--- config.mk ---
export PLATFORM = sky130hd
export DESIGN_NAME = trimmed_mean_voltage
export DESIGN_NICKNAME = d
export VERILOG_FILES = /design/src/tmv_pkg.sv /design/src/trimmed_mean_voltage.sv
export SDC_FILE = /design/constraint.sdc
export NUM_CORES = 1
export LEC_CHECK = 0
export BUFFER_PORTS_ARGS = -buffer_cell sky130_fd_sc_hd__buf_4
export CAP_MARGIN = 30
export CORE_ASPECT_RATIO = 1.5
export CORE_MARGIN = 2
export CORE_UTILIZATION = 40
export CTS_CLUSTER_SIZE = 28
export DETAILED_ROUTE_END_ITERATION = 8
export PLACE_DENSITY = 0.51
export SLEW_MARGIN = 0
export SYNTH_ARGS = -nofsm -noshare
export SYNTH_HDL_FRONTEND = slang
export SYNTH_SLANG_ARGS = --single-unit
--- constraint.sdc ---
create_clock -name clk_i -period 7.91 [get_ports clk_i]
set_clock_uncertainty 0.2 [all_clocks]
set_input_delay 0.791 -clock clk_i [delete_from_list [all_inputs] [get_ports clk_i]]
set_output_delay 0.791 -clock clk_i [all_outputs]
set_load 0.01 [all_outputs]
--- src/tmv_pkg.sv ---
// tmv_pkg: shared constants for the trimmed-mean voltage filter.
// Group length, datapath widths and reciprocal constants for the two
// constant divisions. No dependencies.
package tmv_pkg;

  // Group length and sample counter
  localparam int unsigned SAMPLE_COUNT = 10;
  localparam int unsigned CNT_W        = 6;
  localparam logic [CNT_W-1:0] LAST_CNT = CNT_W'(SAMPLE_COUNT - 1);

  // Field widths
  localparam int unsigned SMP_W = 12;
  localparam int unsigned MV_W  = 16;
  localparam int unsigned SUM_W = 18;

  localparam logic [SMP_W-1:0] CODE_MAX = {SMP_W{1'b1}};
  localparam logic [MV_W-1:0]  MV_MAX   = {MV_W{1'b1}};
  localparam logic [MV_W-1:0]  FULL_SCALE_MV_RESET = 16'd13200;

  // Mean: trimmed sum / (SAMPLE_COUNT - 2) by reciprocal, one correction step
  localparam int unsigned DEN_W      = 6;
  localparam logic [DEN_W-1:0] DIV_DEN = DEN_W'(SAMPLE_COUNT - 2);
  localparam int unsigned DIV_SHIFT  = SUM_W;
  localparam int unsigned DIV_MULT_W = SUM_W + 1;
  localparam logic [DIV_MULT_W-1:0] DIV_MULT =
    DIV_MULT_W'((64'd1 << DIV_SHIFT) / (SAMPLE_COUNT - 2));
  localparam int unsigned DIV_PROD_W = SUM_W + DIV_MULT_W;
  localparam int unsigned DIV_Q_W    = DIV_PROD_W - DIV_SHIFT;
  localparam int unsigned DIV_R_W    = DIV_Q_W + DEN_W;

  // Scale: (code * full_scale) / 4095 by reciprocal, one correction step
  localparam int unsigned SCL_P_W    = SMP_W + MV_W;
  localparam int unsigned SCL_DEN_W  = 12;
  localparam logic [SCL_DEN_W-1:0] SCL_DEN = 12'd4095;
  localparam int unsigned SCL_SHIFT  = SCL_P_W;
  localparam int unsigned SCL_MULT_W = 17;
  localparam logic [SCL_MULT_W-1:0] SCL_MULT =
    SCL_MULT_W'((64'd1 << SCL_SHIFT) / 4095);
  localparam int unsigned SCL_PROD_W = SCL_P_W + SCL_MULT_W;
  localparam int unsigned SCL_Q_W    = SCL_PROD_W - SCL_SHIFT;
  localparam int unsigned SCL_R_W    = SCL_Q_W + SCL_DEN_W;

endpackage

--- src/trimmed_mean_voltage.sv ---
// trimmed_mean_voltage: trimmed-mean filter over groups of converter samples.
// Uses tmv_pkg for group length, widths and reciprocal constants.
// Throughput: one sample per cycle, busy_o never rises; results are never stalled.
// done_o follows a group's last sample through the trim, mean and scale registers.
// Pipeline: input reg, accumulate/trim, two multiply+correct divisions, output reg.
// Reset: group state cleared, full scale set to 13200 mV, no result in flight.
module trimmed_mean_voltage (
  input  logic                      clk_i,
  input  logic                      rst_ni,
  input  logic                      start_i,
  output logic                      busy_o,
  input  logic [tmv_pkg::SMP_W-1:0] sample_i,
  input  logic                      cfg_valid_i,
  output logic                      cfg_ready_o,
  input  logic [tmv_pkg::MV_W-1:0]  cfg_data_i,
  output logic                      done_o,
  output logic [tmv_pkg::SMP_W-1:0] average_code_o,
  output logic [tmv_pkg::MV_W-1:0]  millivolts_o
);

  // Handshake: samples and config beats are always taken
  assign busy_o      = 1'b0;
  assign cfg_ready_o = 1'b1;

  logic                      in_beat;
  assign in_beat = start_i & ~busy_o;

  // Control registers
  logic [tmv_pkg::MV_W-1:0]  fs_q;
  logic                      smp_vld_q, trim_vld_q, qp_vld_q, avg_vld_q, mp_vld_q, mq_vld_q;
  logic                      done_q;
  logic [tmv_pkg::CNT_W-1:0] cnt_q, cnt_d;
  logic [tmv_pkg::SUM_W-1:0] sum_q, sum_d;
  logic [tmv_pkg::SMP_W-1:0] min_q, min_d, max_q, max_d;

  // Payload registers
  logic [tmv_pkg::SMP_W-1:0]      smp_q;
  logic [tmv_pkg::SUM_W-1:0]      trim_q, trim_d, trim2_q;
  logic [tmv_pkg::DIV_PROD_W-1:0] qprod_q, qprod_d;
  logic [tmv_pkg::SMP_W-1:0]      avg_q, avg_d, avg4_q, avg5_q;
  logic [tmv_pkg::SCL_P_W-1:0]    mprod_q, mprod_d, mprod5_q;
  logic [tmv_pkg::SCL_PROD_W-1:0] mqprod_q, mqprod_d;
  logic [tmv_pkg::SMP_W-1:0]      out_avg_q;
  logic [tmv_pkg::MV_W-1:0]       out_mv_q, mv_d;

  // Accumulate, track extremes and trim on the last sample of a group
  logic [tmv_pkg::SUM_W-1:0] sum_new;
  logic [tmv_pkg::SMP_W-1:0] min_new, max_new;
  logic                      last_smp;
  always_comb begin
    sum_new  = sum_q + tmv_pkg::SUM_W'(smp_q);
    min_new  = (smp_q < min_q) ? smp_q : min_q;
    max_new  = (smp_q > max_q) ? smp_q : max_q;
    last_smp = smp_vld_q && (cnt_q == tmv_pkg::LAST_CNT);
    trim_d   = sum_new - tmv_pkg::SUM_W'(min_new) - tmv_pkg::SUM_W'(max_new);
    cnt_d    = cnt_q;
    sum_d    = sum_q;
    min_d    = min_q;
    max_d    = max_q;
    if (last_smp) begin
      cnt_d = '0;
      sum_d = '0;
      min_d = tmv_pkg::CODE_MAX;
      max_d = '0;
    end else if (smp_vld_q) begin
      cnt_d = cnt_q + 1'b1;
      sum_d = sum_new;
      min_d = min_new;
      max_d = max_new;
    end
  end

  // Mean: reciprocal product
  assign qprod_d = tmv_pkg::DIV_PROD_W'(trim_q) * tmv_pkg::DIV_PROD_W'(tmv_pkg::DIV_MULT);

  // Mean: quotient estimate is exact or one low; fix with one compare
  logic [tmv_pkg::DIV_Q_W-1:0] q_est, q_fix;
  logic [tmv_pkg::DIV_R_W-1:0] q_rem;
  always_comb begin
    q_est = qprod_q[tmv_pkg::DIV_PROD_W-1:tmv_pkg::DIV_SHIFT];
    q_rem = tmv_pkg::DIV_R_W'(trim2_q)
          - tmv_pkg::DIV_R_W'(q_est) * tmv_pkg::DIV_R_W'(tmv_pkg::DIV_DEN);
    q_fix = q_est;
    if (q_rem >= tmv_pkg::DIV_R_W'(tmv_pkg::DIV_DEN)) q_fix = q_est + 1'b1;
    if (q_fix > tmv_pkg::DIV_Q_W'(tmv_pkg::CODE_MAX)) avg_d = tmv_pkg::CODE_MAX;
    else avg_d = q_fix[tmv_pkg::SMP_W-1:0];
  end

  // Scale: code times full scale, then reciprocal of 4095
  assign mprod_d  = tmv_pkg::SCL_P_W'(avg_q) * tmv_pkg::SCL_P_W'(fs_q);
  assign mqprod_d = tmv_pkg::SCL_PROD_W'(mprod_q)
                  * tmv_pkg::SCL_PROD_W'(tmv_pkg::SCL_MULT);

  logic [tmv_pkg::SCL_Q_W-1:0] m_est, m_fix;
  logic [tmv_pkg::SCL_R_W-1:0] m_rem;
  always_comb begin
    m_est = mqprod_q[tmv_pkg::SCL_PROD_W-1:tmv_pkg::SCL_SHIFT];
    m_rem = tmv_pkg::SCL_R_W'(mprod5_q)
          - tmv_pkg::SCL_R_W'(m_est) * tmv_pkg::SCL_R_W'(tmv_pkg::SCL_DEN);
    m_fix = m_est;
    if (m_rem >= tmv_pkg::SCL_R_W'(tmv_pkg::SCL_DEN)) m_fix = m_est + 1'b1;
    if (m_fix > tmv_pkg::SCL_Q_W'(tmv_pkg::MV_MAX)) mv_d = tmv_pkg::MV_MAX;
    else mv_d = m_fix[tmv_pkg::MV_W-1:0];
  end

  // Control state: config, group state, valid chain
  always_ff @(posedge clk_i or negedge rst_ni) begin
    if (!rst_ni) begin
      fs_q       <= tmv_pkg::FULL_SCALE_MV_RESET;
      cnt_q      <= '0;
      sum_q      <= '0;
      min_q      <= tmv_pkg::CODE_MAX;
      max_q      <= '0;
      smp_vld_q  <= 1'b0;
      trim_vld_q <= 1'b0;
      qp_vld_q   <= 1'b0;
      avg_vld_q  <= 1'b0;
      mp_vld_q   <= 1'b0;
      mq_vld_q   <= 1'b0;
      done_q     <= 1'b0;
    end else begin
      if (cfg_valid_i && cfg_ready_o) fs_q <= cfg_data_i;
      cnt_q      <= cnt_d;
      sum_q      <= sum_d;
      min_q      <= min_d;
      max_q      <= max_d;
      smp_vld_q  <= in_beat;
      trim_vld_q <= last_smp;
      qp_vld_q   <= trim_vld_q;
      avg_vld_q  <= qp_vld_q;
      mp_vld_q   <= avg_vld_q;
      mq_vld_q   <= mp_vld_q;
      done_q     <= mq_vld_q;
    end
  end

  // Payload pipeline, no reset
  always_ff @(posedge clk_i) begin
    if (in_beat) smp_q <= sample_i;
    trim_q    <= trim_d;
    qprod_q   <= qprod_d;
    trim2_q   <= trim_q;
    avg_q     <= avg_d;
    mprod_q   <= mprod_d;
    avg4_q    <= avg_q;
    mqprod_q  <= mqprod_d;
    mprod5_q  <= mprod_q;
    avg5_q    <= avg4_q;
    out_avg_q <= avg5_q;
    out_mv_q  <= mv_d;
  end

  assign done_o         = done_q;
  assign average_code_o = out_avg_q;
  assign millivolts_o   = out_mv_q;

endmodule
After elaboration in Yosys (flattened, before gate mapping)
Index checks and enable logic that the tools add are counted.
{"block": "totals", "regBits": 280, "input_bits": 32, "output_inout_bits": 31, "wordCells": 55}
{"block": "classes", "addsub": 8, "mul": 3, "magnitude_cmp": 6, "n_eq_ne": 1, "muxes": 12, "reduce_logical": 2}
{"cell": "$mux 12", "count": 6}
{"cell": "$mul 28x13->41 const B", "count": 1}
{"cell": "$mux 18", "count": 2}
{"cell": "$sub 18x12->18", "count": 2}
{"cell": "$ge 29x12->1 const B", "count": 1}
{"cell": "$mul 17x12->29 const B", "count": 1}
{"cell": "$sub 28x29->29", "count": 1}
{"cell": "$mul 12x16->28", "count": 1}
{"cell": "$ge 25x4->1 const B", "count": 1}
{"cell": "$gt 19x12->1 const B", "count": 1}
{"cell": "$sub 18x18->19", "count": 1}
{"cell": "$add 18x12->18", "count": 1}
{"cell": "$add 17x1->17 const B", "count": 1}
{"cell": "$gt 17x16->1 const B", "count": 1}
{"cell": "$mux 17", "count": 1}
{"cell": "$add 15x1->16 const B", "count": 1}
{"cell": "$mux 16", "count": 1}
{"cell": "$gt 12x12->1", "count": 1}
{"cell": "$lt 12x12->1", "count": 1}
{"cell": "$mux 6", "count": 2}
{"cell": "$add 6x1->6 const B", "count": 1}
{"cell": "$eq 6x4->1 const B", "count": 1}
{"cell": "$reduce_bool 2->1", "count": 1}
{"cell": "$logic_and 1x1->1", "count": 1}

Depth between registers and ports, before layout
{"block": "depth", "word_depth": 5, "depth_mapped": 26, "mapped_depth_nobuf": 26}

Worst setup path after synthesis
Ideal clock, no wire load.
{"block": "synth_timing", "kind": "register -> register", "from": "register mqprod_q[31] (netlist bit)", "to": "register out_mv_q (netlist bit millivolts_o[13])", "setup_ns": 0.125, "arrival_time_ns": 6.493, "path_slack_ns": 1.092, "stages_incl_launch_ff": 25, "path_cell_list": "dfxtp_1 -> inv_1 -> fa_1 -> inv_1 -> fa_1 -> inv_1 -> fa_1 -> fa_1 -> inv_1 -> fa_1 -> inv_1 -> ha_1 -> buf_2 -> nand2_1 -> o21ai_1 -> a211o_1 -> nor3b_1 -> or4b_1 -> or4_1 -> nor4_2 -> a21oi_2 -> nand4_1 -> xnor2_1 -> buf_2 -> nand3_1"}
{"block": "synth_between", "elab_chain_len": 5}
{"item": "start, declared", "line": "trimmed_mean_voltage.sv:42", "text": "logic [tmv_pkg::SCL_PROD_W-1:0] mqprod_q, mqprod_d;"}
{"item": "start signal, assigned", "line": "trimmed_mean_voltage.sv:146", "text": "mqprod_q <= mqprod_d;"}
{"item": "$mul 17x12->29", "line": "trimmed_mean_voltage.sv:99", "text": "- tmv_pkg::SCL_R_W'(m_est) * tmv_pkg::SCL_R_W'(tmv_pkg::SCL_DEN);"}
{"item": "$sub 28x29->29", "line": "trimmed_mean_voltage.sv:99"}
{"item": "$ge 29x12->1", "line": "trimmed_mean_voltage.sv:101", "text": "if (m_rem >= tmv_pkg::SCL_R_W'(tmv_pkg::SCL_DEN)) m_fix = m_est + 1'b1;"}
{"item": "$mux 17 *", "line": "trimmed_mean_voltage.sv:101"}
{"item": "$gt 17x16->1", "line": "trimmed_mean_voltage.sv:102", "text": "if (m_fix > tmv_pkg::SCL_Q_W'(tmv_pkg::MV_MAX)) mv_d = tmv_pkg::MV_MAX;"}
{"item": "end signal, assigned", "line": "trimmed_mean_voltage.sv:150", "text": "out_mv_q <= mv_d;"}
{"item": "end, declared", "line": "trimmed_mean_voltage.sv:44", "text": "logic [tmv_pkg::MV_W-1:0] out_mv_q, mv_d;"}
Mark *: on every way between the ends. The rest lies on a longest branch, timed or not.
A chain may end at the register's enable or synchronous reset.

Worst setup path in the final report
{"block": "layout_timing", "from": "register mqprod_q[34] (netlist bit)", "to": "register out_mv_q (netlist bit millivolts_o[13])"}
Same word-level chain as after synthesis.

==> flow_summary.json <==
{
  "synth.top_cell.area_share": 0.256,
  "portBuffers": 60,
  "synth_warnings": 0,
  "grt_start_max_net_pins": 54,
  "dieArea_sq_um": 57200,
  "totalWireLength_um": 58600,
  "route.antenna.remaining_nets": 0,
  "timing.final.crit_share": 0.949,
  "syn2layout_area_growth_pct": 10.0,
  "setup.worst_path.class": "reg2reg",
  "min_period_ns": 7.51,
  "remaining_drc_errors": 0,
  "max-clock-path-buffers": 3,
  "grt_overflow_total": 0,
  "worst_r2r_endpoint": "millivolts_o[13]$_SDFF_PN1_",
  "syn_area_per_cell_sq_um": 9.94,
  "die-width_um": 196,
  "reg2reg_depth": 23,
  "rsz_0062_raised_after_global_routing": "false",
  "floorplan.rows": 105,
  "cts_htree_levels": 1,
  "setup_crit_end": "millivolts_o[13]$_SDFF_PN1_",
  "globalplace.congestion": 0.916,
  "crit_arrival_ns": 7.75,
  "timing.final.hold_violations": 0,
  "clock_tree.root_cell": "clkbuf_16",
  "fmax_mhz": 133,
  "asyncSetResetFlopFracSynth": 0.284,
  "nets": 2833,
  "vias_per_cell": 5.11,
  "synth.area.top_cells": "fa_1 26%, dfxtp_1 15%, ha_1 14%",
  "setup_total_negative_slack_ns": 0,
  "fillCellCount": 5264,
  "top_level_ports": 63,
  "final-max-slew-violation-count": 0,
  "critical_path.max_fanout": 16,
  "regToRegStartpoint": "mqprod_q[34]$_DFF_P_",
  "global_route_wire_length_before_repair_um": 93000,
  "critical_path_required_ns": 8.15,
  "number_of_global_route_vias_before_repair": 16800,
  "floorplan.die.height_um": 292,
  "yosysSeqAreaShare": 0.249,
  "timing_worst_slew_pin_value_ns": 0.857,
  "outcome": "finished clean",
  "first_pass_iters": 5,
  "clkLatencyLatePin_ns": 0.60,
  "startpoint_type": "flip-flop",
  "synth_top_flop_cell": "dfxtp_1",
  "synth.net_count": 2791,
  "crit_path_start": "mqprod_q[34]$_DFF_P_",
  "clkSlewWorstSetupHoldPaths_ns": 0.07,
  "diodes": 0,
  "worstHoldPathCells": 0,
  "clock_sinks": 250,
  "detailroute.via_count": 15200,
  "wl_per_cell_um": 19.6,
  "worstHoldPathType": "reg2reg",
  "slew_headroom": 0.428,
  "number_of_enable_type_register_cells_in_the_synthesized_netlist": 12,
  "cts-buffers-inserted": 28,
  "antenna_found_initial": 0,
  "floorplan.initialDensity": 0.405,
  "critical_path.endpoint_type": "flip-flop",
  "floorplan.core_area_sq_um": 54700,
  "final-setup-viol-count": 0,
  "synth_area_sq_um": 22100,
  "reg2reg_setup_slack_ns": 0.40,
  "synth.ff_latch_count": 250,
  "drive_gt1_frac": 0.0891,
  "synth_largest_area_cell": "fa_1",
  "syn_inst": 2226,
  "maxCapViolations": 0,
  "dp_hpwl_um": 49700,
  "first_iter_violations": 531,
  "synth.distinct_cells": 88,
  "grt.total_usage": 0.212,
  "cts.repair_timing.setup_buffer_count": 0,
  "tritoncts": "yes"
}
-- flip-flops by register name, indices dropped and copies added (netlist names), 6 cells and up --
| signal | cells |
|---|---|
| mprod5_q | 28 |
| mprod_q | 28 |
| sum_q | 18 |
| mqprod_q | 17 |
| fs_q | 16 |
| millivolts_o | 16 |
| qprod_q | 15 |
| trim_q | 15 |
| average_code_o | 12 |
| avg4_q | 12 |
| avg5_q | 12 |
| avg_q | 12 |
| max_q | 12 |
| min_q | 12 |
| smp_q | 12 |
| cnt_q | 6 |
-- cell usage after synthesis, types with 10 or more instances --
master	count
o22ai_1	18
a21o_1	27
xnor2_1	60
nor3_1	20
o21ai_1	10
nand4_1	19
o21ai_0	41
dfrtp_1	53
a211oi_1	13
ha_1	250
mux2_2	27
inv_1	401
xor2_1	27
nor2b_1	14
dfstp_2	18
edfxtp_1	12
buf_2	11
o22a_1	12
and2_1	70
or3_1	12
a21oi_1	63
mux2i_1	23
nor3b_1	12
o21a_1	17
and3_1	12
o211ai_1	13
a31o_2	12
dfxtp_1	167
clkbuf_1	42
nand3_1	23
nor2_1	84
o21bai_1	10
nand2b_1	24
nand2_1	214
fa_1	283
-- metal layers --
layer	global-route usage	vias up	wire, um
met4	0.127	0	4080
met5	0	-	0
met3	0.0207	145	1410
met2	0.429	277	33500
met1	0.200	7574	19700
li1	-	7253	-
-- worst max-delay path, stage by stage, from the launching register on --
cell	delay, ns
dfxtp_1	0.46
inv_1	0.15
fa_1	0.67
inv_1	0.13
fa_1	0.63
inv_1	0.11
fa_1	0.49
fa_1	0.50
inv_1	0.06
fa_1	0.54
inv_1	0.04
ha_1	0.36
o211ai_1	0.37
a21boi_0	0.26
o31ai_2	0.20
o2bb2ai_1	0.16
or4b_1	0.50
or4_1	0.44
nor4_2	0.30
a21oi_2	0.20
nand4_1	0.15
xnor2_1	0.13
buf_4	0.24
nand3_1	0.10
-- worst min path at each step --
stage,start,to,slack (ns)
floorplan,avg5_q[0]$_DFF_P_,average_code_o[0]$_DFF_P_,0.11
global placement,trim_q[12]$_DFF_P_,qprod_q[27]$_DFF_P_,0.11
detailed placement,trim_q[4]$_DFF_P_,qprod_q[19]$_DFF_P_,0.11
CTS,avg5_q[1]$_DFF_P_,average_code_o[1]$_DFF_P_,0.12
global route,trim_q[17]$_DFF_P_,qprod_q[32]$_DFF_P_,0.12
finish,avg5_q[1]$_DFF_P_,average_code_o[1]$_DFF_P_,0.12
-- placed cells by master (no fill, tap or decap), types with 41 or more instances in the layout --
cell,n
a21oi_1,63
and2_1,70
buf_4,75
dfrtp_1,53
dfxtp_1,167
fa_1,283
ha_1,250
inv_1,401
nand2_1,214
nor2_1,84
o21ai_0,41
xnor2_1,60
-- area by class of cell --
class	count	area, sq um	area share
flip-flops and latches	250	5500	0.226
clock buffers	41	865	0.0355
repair buffers	77	584	0.0240
inverters	402	1510	0.0620
well taps	695	870	0.0357
clock inverters	11	170	0.00699
multi-input cells	1509	14800	0.610
-- repair_timing --
action / in CTS / in global routing
hold buffers: 1 / 0
setup endpoints to repair: 0 / 16
gates resized for setup: 0 / 3
hold endpoints to repair: 17 / 0
-- cell families after synthesis --
| group | count (synthesis) | synth area share |
|---|---|---|
| AOI/OAI and AO/OA | 297 | 0.0919 |
| muxes | 50 | 0.0241 |
| other | 2 | 0.000339 |
| and+or+nand+nor | 540 | 0.122 |
| buffers and inverters | 467 | 0.0814 |
| adders and majority gates | 533 | 0.397 |
| DFF | 250 | 0.249 |
| xor gates and xnor gates | 87 | 0.0344 |
-- per-stage QoR --
stage               utilization  setup WS, ns  hold slack, ns  std cells  area, sq um
global route              0.445       0.00632           0.123       2985        24300
detailed placement        0.426         0.307           0.112       2932        23300
CTS                       0.445         0.235           0.120       2985        24300
finish                    0.445         0.402           0.120       2985        24300
floorplan                     -          1.09           0.110       2226        22100
global placement          0.426         0.179           0.110       2931        23300
Power is not shown: default switching activity piles up to over one toggle a cycle in this logic, so the estimate is an artifact.
